--- src/rtl/core/assert_macros.svh ---
// ----------------------------------------------------------------------------
// Assertion macros shared by the moving-average RTL.
// Every macro samples on clk and is disabled while arst_n is low.
// ----------------------------------------------------------------------------
`ifndef ASSERT_MACROS_SVH
`define ASSERT_MACROS_SVH

// A property that must hold at every clock edge outside reset.
`define MAVG_ASSERT(label, prop, msg) \
	label: assert property (@(posedge clk) disable iff (!arst_n) (prop)) \
		else $error(msg);

// An implication checked in the same cycle.
`define MAVG_ASSERT_IMP(label, ante, cons, msg) \
	label: assert property (@(posedge clk) disable iff (!arst_n) (ante) |-> (cons)) \
		else $error(msg);

`endif

--- src/rtl/core/mavg_pkg.sv ---
// ----------------------------------------------------------------------------
// mavg_pkg
// Types and fixed constants shared by the moving-average controller and
// datapath.
// ----------------------------------------------------------------------------
`default_nettype none

package mavg_pkg;

	localparam int SAMPLE_W = 16;

	// Action codes on the request channel.
	localparam logic ACT_SAMPLE = 1'b0;
	localparam logic ACT_CLEAR  = 1'b1;

	typedef enum logic [2:0] {
		ST_IDLE,
		ST_READ,
		ST_UPDATE,
		ST_START,
		ST_DIVIDE,
		ST_DELIVER
	} state_t;

	// Commands from the controller to the datapath.
	typedef struct packed {
		logic capture;
		logic clear;
		logic ring_rd;
		logic update;
		logic div_start;
		logic out_load;
	} cmd_t;

	// Status from the datapath to the controller.
	typedef struct packed {
		logic div_busy;
		logic out_free;
	} status_t;

endpackage

`default_nettype wire

--- src/rtl/core/mavg_div.sv ---
// ----------------------------------------------------------------------------
// mavg_div
// Restoring divider, one quotient bit per cycle, signed dividend by an
// unsigned divisor, quotient truncated toward zero and cut to 16 bits.
// ----------------------------------------------------------------------------
`default_nettype none

module mavg_div #(
	parameter int DW = 20,
	parameter int VW = 5
) (
	input  wire logic                          clk,
	input  wire logic                          arst_n,
	input  wire logic                          start,
	input  wire logic signed [DW-1:0]          dividend,
	input  wire logic        [VW-1:0]          divisor,
	output logic                               busy,
	output logic signed [mavg_pkg::SAMPLE_W-1:0] quotient
);

	localparam int CNT_W = $clog2(DW + 1);

	logic [CNT_W-1:0] cnt_q;
	logic [DW-1:0]    quo_q;
	logic [VW-1:0]    rem_q;
	logic [VW-1:0]    dsr_q;
	logic             neg_q;
	logic [DW-1:0]    mag;
	logic [VW:0]      shifted;
	logic [VW:0]      diff;

	assign mag     = dividend[DW-1] ? (~dividend + DW'(1)) : dividend;
	assign shifted = {rem_q, quo_q[DW-1]};
	assign diff    = shifted - {1'b0, dsr_q};
	assign busy    = (cnt_q != '0);

	always_ff @(posedge clk or negedge arst_n) begin
		if (!arst_n) begin
			cnt_q <= '0;
		end else if (start) begin
			cnt_q <= CNT_W'(DW);
		end else if (busy) begin
			cnt_q <= cnt_q - CNT_W'(1);
		end
	end

	always_ff @(posedge clk) begin
		if (start) begin
			quo_q <= mag;
			rem_q <= '0;
			dsr_q <= divisor;
			neg_q <= dividend[DW-1];
		end else if (busy) begin
			if (!diff[VW]) begin
				rem_q <= diff[VW-1:0];
				quo_q <= {quo_q[DW-2:0], 1'b1};
			end else begin
				rem_q <= shifted[VW-1:0];
				quo_q <= {quo_q[DW-2:0], 1'b0};
			end
		end
	end

	// The magnitude never exceeds 32768, so the low 16 bits carry it exactly.
	assign quotient = neg_q ? -$signed(quo_q[mavg_pkg::SAMPLE_W-1:0])
	                        : $signed(quo_q[mavg_pkg::SAMPLE_W-1:0]);

endmodule

`default_nettype wire

--- src/rtl/core/mavg_ctrl.sv ---
// ----------------------------------------------------------------------------
// mavg_ctrl
// Sequencer for one sample beat: ring read, total update, division and
// hand-off to the output register.
// ----------------------------------------------------------------------------
`default_nettype none

module mavg_ctrl (
	input  wire logic              clk,
	input  wire logic              arst_n,
	input  wire logic              req_valid,
	input  wire logic              action,
	output logic                   req_stall,
	output mavg_pkg::cmd_t         cmd,
	input  wire mavg_pkg::status_t status
);

	mavg_pkg::state_t state_q;
	mavg_pkg::state_t state_d;

	always_ff @(posedge clk or negedge arst_n) begin
		if (!arst_n) begin
			state_q <= mavg_pkg::ST_IDLE;
		end else begin
			state_q <= state_d;
		end
	end

	always_comb begin
		state_d = state_q;
		case (state_q)
			mavg_pkg::ST_IDLE: begin
				if (req_valid && action == mavg_pkg::ACT_SAMPLE) begin
					state_d = mavg_pkg::ST_READ;
				end
			end
			mavg_pkg::ST_READ:   state_d = mavg_pkg::ST_UPDATE;
			mavg_pkg::ST_UPDATE: state_d = mavg_pkg::ST_START;
			mavg_pkg::ST_START:  state_d = mavg_pkg::ST_DIVIDE;
			mavg_pkg::ST_DIVIDE: begin
				if (!status.div_busy) begin
					state_d = mavg_pkg::ST_DELIVER;
				end
			end
			mavg_pkg::ST_DELIVER: begin
				if (status.out_free) begin
					state_d = mavg_pkg::ST_IDLE;
				end
			end
			default: state_d = mavg_pkg::ST_IDLE;
		endcase
	end

	always_comb begin
		cmd       = '0;
		req_stall = 1'b1;
		case (state_q)
			mavg_pkg::ST_IDLE: begin
				req_stall   = 1'b0;
				cmd.capture = req_valid && action == mavg_pkg::ACT_SAMPLE;
				cmd.clear   = req_valid && action == mavg_pkg::ACT_CLEAR;
			end
			mavg_pkg::ST_READ:    cmd.ring_rd   = 1'b1;
			mavg_pkg::ST_UPDATE:  cmd.update    = 1'b1;
			mavg_pkg::ST_START:   cmd.div_start = 1'b1;
			mavg_pkg::ST_DIVIDE:  cmd         = '0;
			mavg_pkg::ST_DELIVER: cmd.out_load  = status.out_free;
			default:              cmd         = '0;
		endcase
	end

endmodule

`default_nettype wire

--- src/rtl/core/mavg_dpath.sv ---
// ----------------------------------------------------------------------------
// mavg_dpath
// Sample ring, running total, write slot, fill count, divider and the
// result register.
// ----------------------------------------------------------------------------
`default_nettype none

`include "assert_macros.svh"

module mavg_dpath #(
	parameter int WINDOW = 16
) (
	input  wire logic                                  clk,
	input  wire logic                                  arst_n,
	input  wire mavg_pkg::cmd_t                        cmd,
	output mavg_pkg::status_t                          status,
	input  wire logic signed [mavg_pkg::SAMPLE_W-1:0]  sample,
	output logic                                       rsp_valid,
	input  wire logic                                  rsp_stall,
	output logic signed [mavg_pkg::SAMPLE_W-1:0]       average
);

	localparam int SW = $clog2(WINDOW);
	localparam int CW = $clog2(WINDOW + 1);
	localparam int TW = mavg_pkg::SAMPLE_W + $clog2(WINDOW);

	logic signed [mavg_pkg::SAMPLE_W-1:0] ring_mem [WINDOW];
	logic signed [mavg_pkg::SAMPLE_W-1:0] ring_rd_q;
	logic signed [mavg_pkg::SAMPLE_W-1:0] sample_q;
	logic signed [mavg_pkg::SAMPLE_W-1:0] oldest;
	logic signed [mavg_pkg::SAMPLE_W-1:0] quotient;
	logic signed [mavg_pkg::SAMPLE_W-1:0] average_q;
	logic signed [TW-1:0]                 total_q;
	logic        [SW-1:0]                 slot_q;
	logic        [CW-1:0]                 count_q;
	logic                                 full;
	logic                                 rsp_valid_q;
	logic                                 div_busy;

	// Entries are written in slot order after a clear, so the entry at the write
	// slot holds a live sample only once the count has reached the window length.
	assign full   = (count_q == CW'(WINDOW));
	assign oldest = full ? ring_rd_q : '0;

	always_ff @(posedge clk) begin
		if (cmd.capture) begin
			sample_q <= sample;
		end
	end

	always_ff @(posedge clk) begin
		if (cmd.ring_rd) begin
			ring_rd_q <= ring_mem[slot_q];
		end
		if (cmd.update) begin
			ring_mem[slot_q] <= sample_q;
		end
	end

	always_ff @(posedge clk or negedge arst_n) begin
		if (!arst_n) begin
			total_q <= '0;
			slot_q  <= '0;
			count_q <= '0;
		end else if (cmd.clear) begin
			total_q <= '0;
			slot_q  <= '0;
			count_q <= '0;
		end else if (cmd.update) begin
			total_q <= total_q - TW'(oldest) + TW'(sample_q);
			slot_q  <= (slot_q == SW'(WINDOW - 1)) ? '0 : slot_q + SW'(1);
			if (!full) begin
				count_q <= count_q + CW'(1);
			end
		end
	end

	mavg_div #(
		.DW(TW),
		.VW(CW)
	) u_div (
		.clk      (clk),
		.arst_n   (arst_n),
		.start    (cmd.div_start),
		.dividend (total_q),
		.divisor  (count_q),
		.busy     (div_busy),
		.quotient (quotient)
	);

	always_ff @(posedge clk or negedge arst_n) begin
		if (!arst_n) begin
			rsp_valid_q <= 1'b0;
		end else if (cmd.out_load) begin
			rsp_valid_q <= 1'b1;
		end else if (!rsp_stall) begin
			rsp_valid_q <= 1'b0;
		end
	end

	always_ff @(posedge clk) begin
		if (cmd.out_load) begin
			average_q <= quotient;
		end
	end

	assign status.div_busy = div_busy;
	assign status.out_free = !rsp_valid_q || !rsp_stall;
	assign rsp_valid       = rsp_valid_q;
	assign average         = average_q;

	`MAVG_ASSERT(a_count_bound, count_q <= CW'(WINDOW), "fill count above window")
	`MAVG_ASSERT_IMP(a_warmup_slot, !full, CW'(slot_q) == count_q,
		"write slot out of step with fill count during warm-up")
	`MAVG_ASSERT_IMP(a_div_idle_start, cmd.div_start, !div_busy,
		"divider started while busy")
	`MAVG_ASSERT_IMP(a_load_free, cmd.out_load, !rsp_valid_q || !rsp_stall,
		"result register overwritten while stalled")

endmodule

`default_nettype wire

--- src/rtl/core/moving_average_with_warmup.sv ---
// ----------------------------------------------------------------------------
// moving_average_with_warmup
// Boxcar moving average over the last WINDOW signed 16-bit samples, with a
// warm-up phase that divides by the number of samples seen since a clear.
// ----------------------------------------------------------------------------
//
//   Channel  Signals                        Beat carries
//   -------  -----------------------------  ---------------------------------
//   request  req_valid, req_stall           action (0 sample, 1 clear), sample
//   response rsp_valid, rsp_stall           average
//
// A sample beat passes from acceptance through ring read, total update and
// divider start to the serial restoring divider, one quotient bit per
// cycle, and then to the result register.
// A clear beat is taken in the idle state and produces no response beat.
// Reset is asynchronous and active low; it empties the window and needs no
// clearing pass, since a fill count marks which ring entries are live.
// A stalled response holds its beat; the next request is taken while the
// previous result still waits, and the sequencer waits for a free result register only at hand-off.
`default_nettype none

module moving_average_with_warmup #(
	parameter int WINDOW = 16
) (
	input  wire logic                                  clk,
	input  wire logic                                  arst_n,
	input  wire logic                                  req_valid,
	output logic                                       req_stall,
	input  wire logic                                  action,
	input  wire logic signed [mavg_pkg::SAMPLE_W-1:0]  sample,
	output logic                                       rsp_valid,
	input  wire logic                                  rsp_stall,
	output logic signed [mavg_pkg::SAMPLE_W-1:0]       average
);

	// Commands and status between the sequencer and the datapath.
	mavg_pkg::cmd_t    cmd;
	mavg_pkg::status_t status;

	// The controller takes one request at a time: it accepts only in its idle
	// state and walks a sample beat through ring read, total update and division.
	mavg_ctrl u_ctrl (
		.clk       (clk),
		.arst_n    (arst_n),
		.req_valid (req_valid),
		.action    (action),
		.req_stall (req_stall),
		.cmd       (cmd),
		.status    (status)
	);

	// The datapath keeps the ring, the running total and the result register,
	// so a finished average waits there while the next request is processed.
	mavg_dpath #(
		.WINDOW(WINDOW)
	) u_dpath (
		.clk       (clk),
		.arst_n    (arst_n),
		.cmd       (cmd),
		.status    (status),
		.sample    (sample),
		.rsp_valid (rsp_valid),
		.rsp_stall (rsp_stall),
		.average   (average)
	);

endmodule

`default_nettype wire

--- config.mk ---
export PLATFORM = sky130hd
export DESIGN_NAME = moving_average_with_warmup
export DESIGN_NICKNAME = d
export VERILOG_FILES = /design/src/rtl/core/mavg_pkg.sv /design/src/rtl/core/mavg_div.sv /design/src/rtl/core/mavg_ctrl.sv /design/src/rtl/core/mavg_dpath.sv /design/src/rtl/core/moving_average_with_warmup.sv
export VERILOG_INCLUDE_DIRS = /design/src /design/src/rtl/core
export SDC_FILE = /design/constraint.sdc
export NUM_CORES = 1
export LEC_CHECK = 0
export BUFFER_PORTS_ARGS = -buffer_cell sky130_fd_sc_hd__clkbuf_2
export CAP_MARGIN = 20
export CORE_UTILIZATION = 50
export CTS_CLUSTER_DIAMETER = 80
export DETAILED_ROUTE_END_ITERATION = 8
export HOLD_SLACK_MARGIN = 0.05
export PLACE_DENSITY = 0.78
export SETUP_SLACK_MARGIN = 0.02
export SKIP_CTS_REPAIR_TIMING = 1
export SYNTH_ARGS = -nofsm -noshare
export SYNTH_HDL_FRONTEND = slang
export SYNTH_SLANG_ARGS = --single-unit
--- constraint.sdc ---
create_clock -name clk -period 3.71 [get_ports clk]
set_input_delay 0 -clock clk [delete_from_list [all_inputs] [get_ports clk]]
set_output_delay 0 -clock clk [all_outputs]
set_load 0.01 [all_outputs]
==> impl_metrics.csv <==
group,metric,value,unit
yosys,synth.distinct_cells,60,
yosys,avgSynthCellArea,15.6,sq um
clock_network,clk_pin_slew,60,ps
die,dieArea,0.0341,sq mm
yosys,yosysMostFrequentCell,"edfxtp_1",
critical_path,cp-start-kind,"flop",
drt,wl,34200,microns
clock_network,tritoncts,"built",
power_and_ir_drop,clockPowerShare,0.242,
sta,finalCriticalPeriod,3590,ps
placed_design,dp.cells,1539,
grt,grt_pass1_wl,51700,microns
die,die_x,185,microns
die,die_y,185,microns
power_and_ir_drop,power_switching_share,0.337,
sta,setup_viol,0,
yosys,syn_inst,1066,
drt,wl_per_cell,20.9,microns
drt,drt_iter0_drc,936,
yosys,synth_fp_nets,1142,
yosys,ys_top_cells_by_count,"edfxtp_1 (330), inv_1 (99), mux4_2 (80), nand2_1 (79), o21ai_0 (47)",
grt,grt_max_degree,46,
sta,worst_pin_slew,1130,ps
critical_path,cp_max_fo,6,
die,coreArea,0.0327,sq mm
power_and_ir_drop,internal_power,0.0101,W
grt,antenna_found_initial,0,
clock_network,cts.sinks,373,
critical_path,cp.required,4110,ps
placed_design,dpl-instance-area,0.0176,sq mm
sta,hold_viol,0,
power_and_ir_drop,ir_drop,0.000465,V
flow_run,maxCapViolations,0,
yosys,synth-main-ff-cell,"edfxtp_1",
yosys,ys_seq_area_frac,0.657,
clock_network,clk_latency,540,ps
clock_network,cts_root_buf,"clkbuf_16",
run_status,status,"completed",
sta,finalClockSkew,15.7,ps
cells_and_area,seq_area,0.0110,sq mm
power_and_ir_drop,switchingPower,0.00511,W
drt,viasPerCell,5.75,
grt,grt_pass1_vias,8973,
power_and_ir_drop,pwr-share-seq,0.401,
placed_design,dp_hpwl,20400,microns
yosys,synth_top_cell_area_share,0.594,
cells_and_area,drive_above_1_share,0.199,
sta,tns,0,ps
worst_hold_path,hold_path.class,"input pin to flop",
clock_network,clk_path_buf_depth,3,
yosys,async_flop_share,0.102,
grt,grt_usage,0.204,
clock_network,htreeDepth,2,
sta,slew_violations,0,
power_and_ir_drop,p_leak,6.85,nW
clock_network,cts_made_buffers,39,
cells_and_area,syn_to_final_growth,14.8,%
yosys,synth_area_leaders,"edfxtp_1 (59%), mux4_2 (11%), dfrtp_1 (5.7%)",
power_and_ir_drop,p_total,0.0152,W
die,row_count,66,
drt,vias,9433,
cells_and_area,fin_cells,1641,
sta,period_share,0.968,
cells_and_area,num-fill-cells,2445,
cells_and_area,design_area,0.0191,sq mm
placed_design,portBuffers,38,
drt,drc,0,
cells_and_area,multi_input_area,0.00528,sq mm
sta,slew_headroom,0.245,
grt,grt-ovfl-total,0,
yosys,synth_edf_count,330,
cells_and_area,num_antenna_cells,0,
die,io_pins,39,
placed_design,place_congestion,0.862,
drt,drt_pre_antenna_iters,5,
power_and_ir_drop,combPwrFrac,0.357,
yosys,ys_seq_elements,373,
power_and_ir_drop,power.density,792,mW/mm^2
critical_path,end_kind,"flop",
yosys,yosys_warnings,0,
critical_path,path_class,"flop to flop",
sta,fmax,278,MHz
yosys,synth.cell_area,0.0167,sq mm
critical_path,crit_arrival,3990,ps
yosys,yosysTopAreaCell,"edfxtp_1",
cells_and_area,final_nets,1247,
die,start_util,0.510,
sta,fin_hold_ws,182,ps
drt,ant_nets,0,
worst paths after layout:
check	startpoint	end	slack, ps	depth (start not counted)
hold / removal	sample[3]	u_dpath.sample_q[3]	180	2
min in group asynchronous	arst_n	u_dpath.slot_q[2]	530	4
setup reg to reg	u_dpath.count_q[1]	u_dpath.total_q[12]	120	14
setup / recovery	u_dpath.count_q[1]	u_dpath.total_q[12]	120	14
hold reg to reg	u_dpath.u_div.cnt_q[4]	u_dpath.u_div.cnt_q[4]	490	1
max in group asynchronous	arst_n	u_dpath.slot_q[0]	2630	4
stage by stage:
step | worst slack (ps) | util
5_1_grt | -37.0 | 0.586
4_1_cts | 48.0 | 0.574
3_5_place_dp | 76.2 | 0.537
3_3_place_gp | 216 | 0.537
6_report | 119 | 0.586
2_1_floorplan | 26.0 | -
flip-flops by register name, indices dropped and copies added, names as in the netlist:
name                 cells
u_ctrl.state_q           3
u_dpath.average         16
u_dpath.count_q          5
u_dpath.ring_mem       256
u_dpath.ring_rd_q       16
u_dpath.rsp_valid        1
u_dpath.sample_q        16
u_dpath.slot_q           4
u_dpath.total_q         20
u_dpath.u_div.cnt_q      5
u_dpath.u_div.dsr_q      5
u_dpath.u_div.neg_q      1
u_dpath.u_div.quo_q     20
u_dpath.u_div.rem_q      5
worst max-delay path: stages (launching register included):
cell       delay [ps]
dfrtp_1           400
inv_1              60
ha_1              190
nor4bb_4          150
buf_4             160
buf_6             130
and2_1            160
fa_1              470
inv_1              40
ha_1              350
a2111oi_1         410
a32oi_1           230
a221oi_1          360
xor2_1            230
o22ai_1           110
layer usage:
| layer | GRT usage | vias up | part of all wire |
|---|---|---|---|
| met1 | 0.273 | 4713 | 0.41 |
| met5 | 0 | - | 0 |
| met3 | 0.0294 | 78 | 0.063 |
| li1 | - | 4240 | - |
| met4 | 0.0731 | 0 | 0.030 |
| met2 | 0.342 | 402 | 0.50 |
power by group through the flow:
stage / Clock (W) / Combinational (W) / Sequential [W]
4_1_cts: 0.00373 / 0.00521 / 0.00608
6_report: 0.00367 / 0.00541 / 0.00609
2_1_floorplan: 0 / 0.00411 / 0.00586
3_3_place_gp: 0 / 0.00500 / 0.00612
3_5_place_dp: 0 / 0.00515 / 0.00616
5_1_grt: 0.00387 / 0.00591 / 0.00619
cell type report:
class	count	area share
clock inverters	18	0.00915
flip-flops and latches	373	0.573
well taps	442	0.0289
repair buffers	104	0.0403
clock buffers	51	0.0538
multi-input cells	553	0.275
inverters	100	0.0196
cell usage in the layout (no fill, tap or decap), types with 8 or more instances in the layout:
cell / netlist / routed
o21ai_0: 47 / 45
nor3_1: 12 / 10
clkbuf_2: 0 / 38
clkbuf_16: 0 / 39
nand2_1: 79 / 79
inv_1: 99 / 99
xor2_1: 9 / 9
edfxtp_1: 330 / 330
fa_1: 20 / 20
and2_1: 30 / 30
clkinv_1: 1 / 8
dlygate4sd3_1: 0 / 23
xnor2_1: 44 / 44
nor2_1: 29 / 29
clkbuf_1: 29 / 11
nand4_1: 9 / 9
o21a_1: 8 / 8
ha_1: 35 / 29
mux4_2: 80 / 80
buf_4: 0 / 39
a21oi_1: 30 / 30
dfrtp_1: 38 / 35
o31ai_1: 11 / 11
cells by family after synthesis:
kind of cell | count (synthesis) | synth area share
flops | 373 | 0.657
simple gates | 206 | 0.0618
compound gates | 154 | 0.0605
buf+inv | 140 | 0.0317
mux | 85 | 0.111
fa+ha+maj | 55 | 0.0503
xor+xnor | 53 | 0.0278
No activity file was read; power rests on OpenSTA's default activity.
